`src/rtl/path_token_canonicalizer_assert.svh`:
```
// assertion macros for the path token canonicaliser
// depends on nothing; included by the top level only
`ifndef PATH_TOKEN_CANONICALIZER_ASSERT_SVH
`define PATH_TOKEN_CANONICALIZER_ASSERT_SVH
`ifndef SYNTHESIS
`define PTC_ASSERT_SAME(name, clk, rst_n, ante, cons, msg) \
  name: assert property (@(posedge clk) disable iff (!rst_n) (ante) |-> (cons)) \
    else $error(msg);
`define PTC_ASSERT_NEXT(name, clk, rst_n, ante, cons, msg) \
  name: assert property (@(posedge clk) disable iff (!rst_n) (ante) |=> (cons)) \
    else $error(msg);
`else
`define PTC_ASSERT_SAME(name, clk, rst_n, ante, cons, msg)
`define PTC_ASSERT_NEXT(name, clk, rst_n, ante, cons, msg)
`endif
`endif

```
`src/rtl/ptc_pkg.sv`:
```
// shared types, constants and character classes for the path token canonicaliser
// depends on nothing
package ptc_pkg;

  localparam int MaxRun  = 63;
  localparam int OutMax  = 4096;
  localparam int RunAw   = $clog2(MaxRun);
  localparam int RunLenW = $clog2(MaxRun + 2);
  localparam int CntW    = $clog2(OutMax);
  localparam int CapW    = 13;

  localparam logic [7:0] HashChar  = 8'h23;
  localparam logic [7:0] SlashChar = 8'h2F;
  localparam logic [CapW-1:0] CapReset = CapW'(OutMax);

  typedef enum logic [6:0] {
    S_IDLE   = 7'b0000001,
    S_DECIDE = 7'b0000010,
    S_HASH   = 7'b0000100,
    S_FETCH  = 7'b0001000,
    S_EMIT   = 7'b0010000,
    S_PASS   = 7'b0100000,
    S_END    = 7'b1000000
  } state_e;

  typedef enum logic [1:0] {
    SEL_BUF,
    SEL_HASH,
    SEL_PASS,
    SEL_BARE
  } emit_sel_e;

  typedef struct packed {
    logic      accept;
    logic      emit;
    emit_sel_e sel;
    logic      last_cand;
    logic      idx_inc;
    logic      finish;
  } ctrl_cmd_t;

  typedef struct packed {
    logic in_word;
    logic run_empty;
    logic gen;
    logic has_more;
    logic word;
    logic fin;
    logic any_emitted;
    logic out_free;
  } dp_status_t;

  function automatic logic is_digit(input logic [7:0] c);
    return c inside {[8'h30:8'h39]};
  endfunction

  function automatic logic is_upper(input logic [7:0] c);
    return c inside {[8'h41:8'h5A]};
  endfunction

  function automatic logic is_lower(input logic [7:0] c);
    return c inside {[8'h61:8'h7A]};
  endfunction

  function automatic logic is_hex(input logic [7:0] c);
    return c inside {[8'h30:8'h39], [8'h41:8'h46], [8'h61:8'h66]};
  endfunction

  function automatic logic is_word(input logic [7:0] c);
    return is_digit(c) | is_upper(c) | is_lower(c);
  endfunction

endpackage

```
`src/rtl/ptc_ram.sv`:
```
// generic single-write, single-read memory with registered read data
// depends on nothing
module ptc_ram #(
  parameter int Width = 8,
  parameter int Depth = 64
) (
  input  logic                     clk_i,
  input  logic                     we_i,
  input  logic [$clog2(Depth)-1:0] waddr_i,
  input  logic [Width-1:0]         wdata_i,
  input  logic [$clog2(Depth)-1:0] raddr_i,
  output logic [Width-1:0]         rdata_o
);

  logic [Width-1:0] mem [Depth];

  always_ff @(posedge clk_i) begin
    if (we_i) begin
      mem[waddr_i] <= wdata_i;
    end
    rdata_o <= mem[raddr_i];
  end

endmodule

```
`src/rtl/ptc_datapath.sv`:
```
// run buffer, run classification, output counting and the result register
// depends on ptc_pkg and ptc_ram
module ptc_datapath (
  input  logic                    clk_i,
  input  logic                    rst_ni,
  input  logic                    cfg_we_i,
  input  logic [ptc_pkg::CapW-1:0] cfg_wdata_i,
  input  logic [7:0]              path_byte_i,
  input  logic                    final_byte_i,
  input  logic                    out_ready_i,
  input  ptc_pkg::ctrl_cmd_t      cmd_i,
  output ptc_pkg::dp_status_t     status_o,
  output logic                    out_valid_o,
  output logic [7:0]              out_byte_o,
  output logic                    byte_valid_o,
  output logic                    end_of_path_o,
  output logic [ptc_pkg::CntW-1:0] out_length_o,
  output logic                    run_truncated_o,
  output logic                    last_result_o
);

  logic [ptc_pkg::CapW-1:0]    cap_q;
  logic [ptc_pkg::RunLenW-1:0] run_len_q, run_len_d;
  logic all_hex_q, all_hex_d, all_dec_q, all_dec_d;
  logic seen_up_q, seen_up_d, seen_lo_q, seen_lo_d, seen_dig_q, seen_dig_d;
  logic seg_start_q, seg_start_d, began_q, began_d;
  logic [ptc_pkg::CntW-1:0]    count_q, count_d;
  logic [ptc_pkg::RunAw-1:0]   idx_q, idx_d;
  logic any_q, any_d;
  logic out_valid_q, out_valid_d;

  logic [7:0] cur_byte_q;
  logic       fin_q, word_q, seg_end_q;

  logic [7:0]               out_byte_q;
  logic                     bv_q, eop_q, trunc_q, last_q;
  logic [ptc_pkg::CntW-1:0] len_q;

  logic                        in_word, ram_we, run_trunc, can_emit, full_after, load;
  logic [7:0]                  rdata, cand_byte;
  logic                        cand_trunc, gen;
  logic [ptc_pkg::RunLenW-1:0] keep;
  logic [ptc_pkg::CapW-1:0]    limit, next_cnt;
  logic [ptc_pkg::CapW:0]      cnt_plus2;

  assign in_word   = ptc_pkg::is_word(path_byte_i);
  assign run_trunc = run_len_q > ptc_pkg::RunLenW'(ptc_pkg::MaxRun);
  assign keep      = run_trunc ? ptc_pkg::RunLenW'(ptc_pkg::MaxRun) : run_len_q;
  assign ram_we    = cmd_i.accept & in_word & (run_len_q < ptc_pkg::RunLenW'(ptc_pkg::MaxRun));

  ptc_ram #(
    .Width (8),
    .Depth (ptc_pkg::MaxRun)
  ) u_run_buf (
    .clk_i   (clk_i),
    .we_i    (ram_we),
    .waddr_i (run_len_q[ptc_pkg::RunAw-1:0]),
    .wdata_i (path_byte_i),
    .raddr_i (idx_q),
    .rdata_o (rdata)
  );

  assign gen = (began_q & seg_end_q & all_dec_q) |
               ((run_len_q >= ptc_pkg::RunLenW'(8)) & all_hex_q) |
               ((run_len_q >= ptc_pkg::RunLenW'(16)) & seen_up_q & seen_lo_q & seen_dig_q);

  assign limit     = (cap_q > ptc_pkg::CapReset) ? ptc_pkg::CapReset : cap_q;
  assign next_cnt  = ptc_pkg::CapW'(count_q) + ptc_pkg::CapW'(1);
  assign cnt_plus2 = (ptc_pkg::CapW + 1)'(count_q) + (ptc_pkg::CapW + 1)'(2);
  assign can_emit  = next_cnt < limit;
  assign full_after = cnt_plus2 >= {1'b0, limit};

  always_comb begin
    case (cmd_i.sel)
      ptc_pkg::SEL_BUF: begin
        cand_byte  = rdata;
        cand_trunc = run_trunc;
      end
      ptc_pkg::SEL_HASH: begin
        cand_byte  = ptc_pkg::HashChar;
        cand_trunc = 1'b0;
      end
      default: begin
        cand_byte  = cur_byte_q;
        cand_trunc = 1'b0;
      end
    endcase
  end

  assign load = cmd_i.emit & ((cmd_i.sel == ptc_pkg::SEL_BARE) | can_emit);

  always_comb begin
    run_len_d   = run_len_q;
    all_hex_d   = all_hex_q;
    all_dec_d   = all_dec_q;
    seen_up_d   = seen_up_q;
    seen_lo_d   = seen_lo_q;
    seen_dig_d  = seen_dig_q;
    seg_start_d = seg_start_q;
    began_d     = began_q;
    count_d     = count_q;
    idx_d       = idx_q;
    any_d       = any_q;
    out_valid_d = out_valid_q & ~out_ready_i;
    if (cmd_i.accept) begin
      idx_d = '0;
      any_d = 1'b0;
      if (in_word) begin
        if (run_len_q == '0) begin
          began_d = seg_start_q;
        end
        seg_start_d = 1'b0;
        if (run_len_q <= ptc_pkg::RunLenW'(ptc_pkg::MaxRun)) begin
          run_len_d = run_len_q + ptc_pkg::RunLenW'(1);
        end
        if (!ptc_pkg::is_hex(path_byte_i)) begin
          all_hex_d = 1'b0;
        end
        if (ptc_pkg::is_digit(path_byte_i)) begin
          seen_dig_d = 1'b1;
        end else begin
          all_dec_d = 1'b0;
          if (ptc_pkg::is_upper(path_byte_i)) begin
            seen_up_d = 1'b1;
          end else begin
            seen_lo_d = 1'b1;
          end
        end
      end
    end
    if (cmd_i.idx_inc) begin
      idx_d = idx_q + ptc_pkg::RunAw'(1);
    end
    if (load) begin
      out_valid_d = 1'b1;
      if (cmd_i.sel != ptc_pkg::SEL_BARE) begin
        count_d = next_cnt[ptc_pkg::CntW-1:0];
        any_d   = 1'b1;
      end
    end
    if (cmd_i.finish) begin
      run_len_d   = '0;
      all_hex_d   = 1'b1;
      all_dec_d   = 1'b1;
      seen_up_d   = 1'b0;
      seen_lo_d   = 1'b0;
      seen_dig_d  = 1'b0;
      began_d     = 1'b0;
      seg_start_d = fin_q | (cur_byte_q == ptc_pkg::SlashChar);
      if (fin_q) begin
        count_d = '0;
      end
    end
  end

  always_ff @(posedge clk_i or negedge rst_ni) begin
    if (!rst_ni) begin
      cap_q       <= ptc_pkg::CapReset;
      run_len_q   <= '0;
      all_hex_q   <= 1'b1;
      all_dec_q   <= 1'b1;
      seen_up_q   <= 1'b0;
      seen_lo_q   <= 1'b0;
      seen_dig_q  <= 1'b0;
      seg_start_q <= 1'b1;
      began_q     <= 1'b0;
      count_q     <= '0;
      idx_q       <= '0;
      any_q       <= 1'b0;
      out_valid_q <= 1'b0;
    end else begin
      if (cfg_we_i) begin
        cap_q <= cfg_wdata_i;
      end
      run_len_q   <= run_len_d;
      all_hex_q   <= all_hex_d;
      all_dec_q   <= all_dec_d;
      seen_up_q   <= seen_up_d;
      seen_lo_q   <= seen_lo_d;
      seen_dig_q  <= seen_dig_d;
      seg_start_q <= seg_start_d;
      began_q     <= began_d;
      count_q     <= count_d;
      idx_q       <= idx_d;
      any_q       <= any_d;
      out_valid_q <= out_valid_d;
    end
  end

  // item and result payload
  always_ff @(posedge clk_i) begin
    if (cmd_i.accept) begin
      cur_byte_q <= path_byte_i;
      fin_q      <= final_byte_i;
      word_q     <= in_word;
      seg_end_q  <= in_word | (path_byte_i == ptc_pkg::SlashChar);
    end
    if (load) begin
      if (cmd_i.sel == ptc_pkg::SEL_BARE) begin
        out_byte_q <= 8'h00;
        bv_q       <= 1'b0;
        eop_q      <= 1'b1;
        len_q      <= count_q;
        trunc_q    <= 1'b0;
        last_q     <= 1'b1;
      end else begin
        out_byte_q <= cand_byte;
        bv_q       <= 1'b1;
        eop_q      <= fin_q & (cmd_i.last_cand | full_after);
        len_q      <= next_cnt[ptc_pkg::CntW-1:0];
        trunc_q    <= cand_trunc;
        last_q     <= cmd_i.last_cand | full_after;
      end
    end
  end

  assign status_o.in_word     = in_word;
  assign status_o.run_empty   = (run_len_q == '0);
  assign status_o.gen         = gen;
  assign status_o.has_more    = (ptc_pkg::RunLenW'(idx_q) + ptc_pkg::RunLenW'(1)) < keep;
  assign status_o.word        = word_q;
  assign status_o.fin         = fin_q;
  assign status_o.any_emitted = any_q;
  assign status_o.out_free    = ~out_valid_q | out_ready_i;

  assign out_valid_o     = out_valid_q;
  assign out_byte_o      = out_byte_q;
  assign byte_valid_o    = bv_q;
  assign end_of_path_o   = eop_q;
  assign out_length_o    = len_q;
  assign run_truncated_o = trunc_q;
  assign last_result_o   = last_q;

endmodule

```
`src/rtl/ptc_ctrl.sv`:
```
// controller: sequences run flush, pass-through byte and end marker per item
// depends on ptc_pkg
module ptc_ctrl (
  input  logic                clk_i,
  input  logic                rst_ni,
  input  logic                in_valid_i,
  input  logic                final_byte_i,
  output logic                in_ready_o,
  input  ptc_pkg::dp_status_t status_i,
  output ptc_pkg::ctrl_cmd_t  cmd_o
);

  ptc_pkg::state_e state_q, state_d;

  always_comb begin
    state_d       = state_q;
    in_ready_o    = 1'b0;
    cmd_o         = '0;
    cmd_o.sel     = ptc_pkg::SEL_PASS;
    case (state_q)
      ptc_pkg::S_IDLE: begin
        in_ready_o   = 1'b1;
        cmd_o.accept = in_valid_i;
        if (in_valid_i && (!status_i.in_word || final_byte_i)) begin
          state_d = ptc_pkg::S_DECIDE;
        end
      end
      ptc_pkg::S_DECIDE: begin
        if (status_i.run_empty) begin
          state_d = ptc_pkg::S_PASS;
        end else if (status_i.gen) begin
          state_d = ptc_pkg::S_HASH;
        end else begin
          state_d = ptc_pkg::S_FETCH;
        end
      end
      ptc_pkg::S_HASH: begin
        cmd_o.sel       = ptc_pkg::SEL_HASH;
        cmd_o.last_cand = status_i.word;
        if (status_i.out_free) begin
          cmd_o.emit = 1'b1;
          state_d    = status_i.word ? ptc_pkg::S_END : ptc_pkg::S_PASS;
        end
      end
      ptc_pkg::S_FETCH: begin
        state_d = ptc_pkg::S_EMIT;
      end
      ptc_pkg::S_EMIT: begin
        cmd_o.sel       = ptc_pkg::SEL_BUF;
        cmd_o.last_cand = status_i.word & ~status_i.has_more;
        if (status_i.out_free) begin
          cmd_o.emit = 1'b1;
          if (status_i.has_more) begin
            cmd_o.idx_inc = 1'b1;
            state_d       = ptc_pkg::S_FETCH;
          end else begin
            state_d = status_i.word ? ptc_pkg::S_END : ptc_pkg::S_PASS;
          end
        end
      end
      ptc_pkg::S_PASS: begin
        cmd_o.sel       = ptc_pkg::SEL_PASS;
        cmd_o.last_cand = 1'b1;
        if (status_i.out_free) begin
          cmd_o.emit = 1'b1;
          state_d    = ptc_pkg::S_END;
        end
      end
      ptc_pkg::S_END: begin
        cmd_o.sel = ptc_pkg::SEL_BARE;
        if (status_i.fin && !status_i.any_emitted) begin
          if (status_i.out_free) begin
            cmd_o.emit   = 1'b1;
            cmd_o.finish = 1'b1;
            state_d      = ptc_pkg::S_IDLE;
          end
        end else begin
          cmd_o.finish = 1'b1;
          state_d      = ptc_pkg::S_IDLE;
        end
      end
      default: begin
        state_d = ptc_pkg::S_IDLE;
      end
    endcase
  end

  always_ff @(posedge clk_i or negedge rst_ni) begin
    if (!rst_ni) begin
      state_q <= ptc_pkg::S_IDLE;
    end else begin
      state_q <= state_d;
    end
  end

endmodule

```
`src/rtl/path_token_canonicalizer.sv`:
```
// path token canonicaliser top level: a non-final alphanumeric item is accepted into the run;
// any other item then steps through DECIDE, HASH for a '#' run or FETCH and EMIT per
// copied run byte, PASS for a pass-through byte, then END; FETCH covers the run buffer's
// registered read port, and each emit waits for a free output. one item in flight at a time.
// async active-low reset: empty run, capacity 4096, no result pending;
// run buffer contents undefined and never read before being written
`include "path_token_canonicalizer_assert.svh"

module path_token_canonicalizer (
  input  logic                     clk_i,
  input  logic                     rst_ni,
  input  logic                     cfg_we_i,
  input  logic [ptc_pkg::CapW-1:0] cfg_wdata_i,
  input  logic                     in_valid_i,
  output logic                     in_ready_o,
  input  logic [7:0]               path_byte_i,
  input  logic                     final_byte_i,
  output logic                     out_valid_o,
  input  logic                     out_ready_i,
  output logic [7:0]               out_byte_o,
  output logic                     byte_valid_o,
  output logic                     end_of_path_o,
  output logic [ptc_pkg::CntW-1:0] out_length_o,
  output logic                     run_truncated_o,
  output logic                     last_result_o
);

  ptc_pkg::ctrl_cmd_t  cmd;
  ptc_pkg::dp_status_t status;

  ptc_ctrl u_ctrl (
    .clk_i        (clk_i),
    .rst_ni       (rst_ni),
    .in_valid_i   (in_valid_i),
    .final_byte_i (final_byte_i),
    .in_ready_o   (in_ready_o),
    .status_i     (status),
    .cmd_o        (cmd)
  );

  ptc_datapath u_dp (
    .clk_i           (clk_i),
    .rst_ni          (rst_ni),
    .cfg_we_i        (cfg_we_i),
    .cfg_wdata_i     (cfg_wdata_i),
    .path_byte_i     (path_byte_i),
    .final_byte_i    (final_byte_i),
    .out_ready_i     (out_ready_i),
    .cmd_i           (cmd),
    .status_o        (status),
    .out_valid_o     (out_valid_o),
    .out_byte_o      (out_byte_o),
    .byte_valid_o    (byte_valid_o),
    .end_of_path_o   (end_of_path_o),
    .out_length_o    (out_length_o),
    .run_truncated_o (run_truncated_o),
    .last_result_o   (last_result_o)
  );

  `PTC_ASSERT_SAME(a_eop_is_last, clk_i, rst_ni, out_valid_o && end_of_path_o, last_result_o, "end of path without last result")
  `PTC_ASSERT_SAME(a_bare_only_at_end, clk_i, rst_ni, out_valid_o && !byte_valid_o, end_of_path_o && !run_truncated_o, "bare marker not at end of path")
  `PTC_ASSERT_SAME(a_len_nonzero, clk_i, rst_ni, out_valid_o && byte_valid_o, out_length_o != '0, "emitted byte with zero length")
  `PTC_ASSERT_NEXT(a_busy_after_flush, clk_i, rst_ni, in_valid_i && in_ready_o && final_byte_i, !in_ready_o, "final item did not hold off input")

endmodule
```
`config.mk`:
```
export PLATFORM = sky130hd
export DESIGN_NAME = path_token_canonicalizer
export DESIGN_NICKNAME = d
export VERILOG_FILES = /design/src/rtl/ptc_pkg.sv /design/src/rtl/ptc_ram.sv /design/src/rtl/ptc_datapath.sv /design/src/rtl/ptc_ctrl.sv /design/src/rtl/path_token_canonicalizer.sv
export VERILOG_INCLUDE_DIRS = /design/src /design/src/rtl
export SDC_FILE = /design/constraint.sdc
export NUM_CORES = 1
export LEC_CHECK = 0
export ABC_CLOCK_PERIOD_IN_PS = 7200
export BUFFER_PORTS_ARGS = -buffer_cell sky130_fd_sc_hd__buf_2
export CAP_MARGIN = 10
export CORE_MARGIN = 2
export CORE_UTILIZATION = 62
export DETAILED_ROUTE_END_ITERATION = 10
export GPL_TIMING_DRIVEN = 1
export PLACE_DENSITY_LB_ADDON = 0.25
export SKIP_CTS_REPAIR_TIMING = 1
export SLEW_MARGIN = 20
export SYNTH_ARGS = -nofsm -noshare
export SYNTH_HDL_FRONTEND = slang
export SYNTH_SLANG_ARGS = --single-unit
```
`constraint.sdc`:
```
create_clock -name clk_i -period 7.2 [get_ports clk_i]
set_input_delay 0.36 -clock clk_i [delete_from_list [all_inputs] [get_ports clk_i]]
set_output_delay 0.36 -clock clk_i [all_outputs]
set_load 0.05 [all_outputs]
```
==> flow_summary.toml <==
[power_and_ir_drop]
p_per_area_nw_per_um2 = 292
power.leakage_nw = 9.08
comb_power_share = 0.127
switchingPower_w = 0.00198
p_sw_frac = 0.243
p_seq_frac = 0.494
ir_worst_vdd_mv = 0.237
power_frac_clock = 0.379
p_int_w = 0.00616

[clock_network]
htreeDepth = 2
cts_tree = "built"
path_clk_slew_ps = 70
cts-root-buf = "clkbuf_16"
cts_buffers = 56
insertion_delay_ps = 620
cts_max_path_buffers = 3
cts.sinks = 601

[place]
dp_hpwl_um = 34100
gp_congestion = 0.905
portBuffers = 52

[drt]
num_vias = 14000
top_layer = "met4"
met2_wirelength_um = 27000
routed_wl_um = 55800
vias_per_cell = 6.58
postRouteAntennaNets = 0
drtIter0Drc = 1699
drcViolationCount = 0
detail_route.wl_per_cell_um = 26.3
dr.pass1.iters = 5
met3_length_um = 4560
wirelength_met1_um = 22500

[grt]
grt_overflow_total = 0
grt_pass1_wl_um = 83600
antenna_found_initial = 0
grt_usage = 0.271
grt_max_degree = 89
grt_pass1_vias = 13500

[floorplanning]
pin_count = 53
row_count = 73
coreArea_um2 = 40000
die_x_um = 206
dieArea_um2 = 42400
die_height_um = 206
initial_core_util = 0.632

[finish]
syn2layout_area_growth_pct = 10.5
antenna_cells = 0
utilization = 0.698
drive_above_1_share = 0.201
finalNetCount = 1615

[synth]
ys_ff_latch = 601
ys_top_cells_by_area = "edfxtp_1, mux4_2, dfrtp_1, mux2i_1, ha_1"
synth_top_area_share = 0.640
yosysSeqAreaShare = 0.701
ys_types = 79
synth-async-reset-ratio = 0.0899
synth_top_area_cell = "edfxtp_1"
post-synth-top-count-cell = "edfxtp_1"
syn_inst = 1495
synth.cell_area_um2 = 25300
syn_avg_cell_area_um2 = 16.9
synth_edf_count = 539
yosysWarnings = 0
syn-num-nets = 1559
synth_common_cells = "edfxtp_1, nor2_1, mux4_2"
synth_top_flop_cell = "edfxtp_1"

[critical_path]
crit_path_end_kind = "register"
worstSetupStartpoint = "u_dp.count_q[0]"
path_class = "register to register"
r2r_start = "u_dp.count_q[0]"
cp_max_fo = 25
cp.arrival_ps = 5370
path_delay_family = "simple AND/OR/NAND/NOR gates"
worst-path-buf-inv = 0
crit_slowest_cell = "o21ai_4"
reg2reg_slack_ps = 2060
crit_required_ps = 7440
cpMostUsedCell = "nand3_1"
crit_chain = "ha_1 > nand3_1 > nor2_1 > nand3_1 > nor2_1 > xnor2_1 > ha_1 > a21o_1 > a21o_1 > a2111oi_2 > nand3_1 > o21ai_4"
critPathLaunchType = "register"
cpPeakStageDelay_ps = 860

[timing]
max_freq_mhz = 195
finalCriticalPeriod_ps = 5140
slew_headroom = 0.369
post-route-period-util = 0.713
fin_setup_tns_ps = 0
rsz0062_at_grt = "false"
worstMarginPinSlew_ps = 947
clock_skew_ps = 23.2
final_hold_viol_count = 0
slew_viol_final = 0
setup_viol = 0

[min_path]
hold_start = "cfg_wdata_i[10]"
holdCritPathClass = "input pin to register"

[outcome]
status = "finished clean"

[run]
drv_cap = 0
## metrics by stage
| step | hold WS (ps) | instance area [um2] | std cells | total power [W] | worst slack [ps] |
|---|---|---|---|---|---|
| 5_1_grt | 0.612 | 27900 | 2124 | 0.00841 | 1600 |
| 3_3_place_gp | 465 | 25800 | 2004 | 0.00509 | 2090 |
| 3_5_place_dp | 462 | 25800 | 2004 | 0.00512 | 1840 |
| 2_1_floorplan | 64.4 | 25300 | 1495 | 0.00485 | 1980 |
| 6_report | 4.74 | 27900 | 2124 | 0.00814 | 2060 |
| 4_1_cts | -99.1 | 27800 | 2110 | 0.00816 | 1810 |
## cell type report
type,instances,area (um2)
flip-flops and latches,601,17700
well taps,525,657
repair buffers,83,541
fillers,2517,12100
clock inverters,35,412
multi-input cells,789,7010
clock buffers,71,1510
inverters,20,75.1
## sequential cells by signal, indices dropped and copies added, names as in the netlist, 6 cells and up
signal                  count
u_dp.cur_byte_q             8
u_dp.out_byte_o             8
u_dp.cap_q                 13
u_dp.idx_q                  6
u_ctrl.state_q              7
u_dp.out_length_o          12
u_dp.u_run_buf.mem        504
u_dp.run_len_q              7
u_dp.u_run_buf.rdata_o      8
u_dp.count_q               12
## placed cells by master, fill, tap and decap left out, types with 16 or more instances in the layout
| cell | synthesis | routed |
|---|---|---|
| buf_2 | 14 | 52 |
| o21ai_0 | 34 | 33 |
| xnor2_1 | 22 | 22 |
| dfrtp_1 | 49 | 47 |
| a22oi_1 | 26 | 26 |
| nand3_1 | 40 | 40 |
| o221ai_1 | 18 | 18 |
| edfxtp_1 | 539 | 539 |
| o22ai_1 | 20 | 20 |
| a21oi_1 | 37 | 37 |
| mux2i_1 | 53 | 53 |
| buf_4 | 12 | 16 |
| nor3_1 | 19 | 19 |
| nand2_1 | 72 | 72 |
| inv_1 | 19 | 19 |
| clkbuf_16 | 0 | 57 |
| ha_1 | 37 | 37 |
| mux4_2 | 110 | 110 |
| xor2_1 | 18 | 18 |
| nor2_1 | 113 | 112 |
## power groups by stage
stage,sequential [W],combinational [W],clock [W]
2_1_floorplan,0.00403,0.000816,0
3_3_place_gp,0.00409,0.00101,0
3_5_place_dp,0.00409,0.00103,0
4_1_cts,0.00402,0.00103,0.00311
5_1_grt,0.00403,0.00112,0.00326
6_report,0.00402,0.00104,0.00309
## worst reg2reg max path: cells and delay by family, from the launching register on
kind | cells | cell delay [ps]
AND/OR/NAND/NOR | 5 | 1720
AO/OA/AOI/OAI | 4 | 1660
flip-flops | 1 | 630
XOR/XNOR | 1 | 170
adder cells (fa/ha/maj) | 2 | 570
## final timing paths
path / to / depth (start not counted)
max in group asynchronous: u_dp.idx_q[0] / 3
hold reg to reg: u_dp.all_hex_q / 2
hold / removal: u_dp.cap_q[10] / 2
min in group asynchronous: u_dp.count_q[3] / 3
setup reg to reg: u_dp.run_truncated_o / 12
setup / recovery: u_dp.run_truncated_o / 12
## routing by layer
layer	vias to the layer above	global-route usage
met4	0	0.0908
met5	-	0
li1	6068	-
met2	656	0.430
met1	7140	0.392
met3	106	0.0446
## kinds of logic (layout without fill, tap and decap cells)
family,Yosys count,in the layout,share of synthesized area
AND/OR/NAND/NOR,335,335,0.0654
flip-flops,601,601,0.701
buffers and inverters,105,209,0.0225
multiplexers,177,177,0.125
XOR/XNOR,40,40,0.0139
AO/OA/AOI/OAI,199,199,0.0540
adder cells (fa/ha/maj),37,37,0.0183
other,1,1,0.000148
Power figures use the tool's default switching activity.
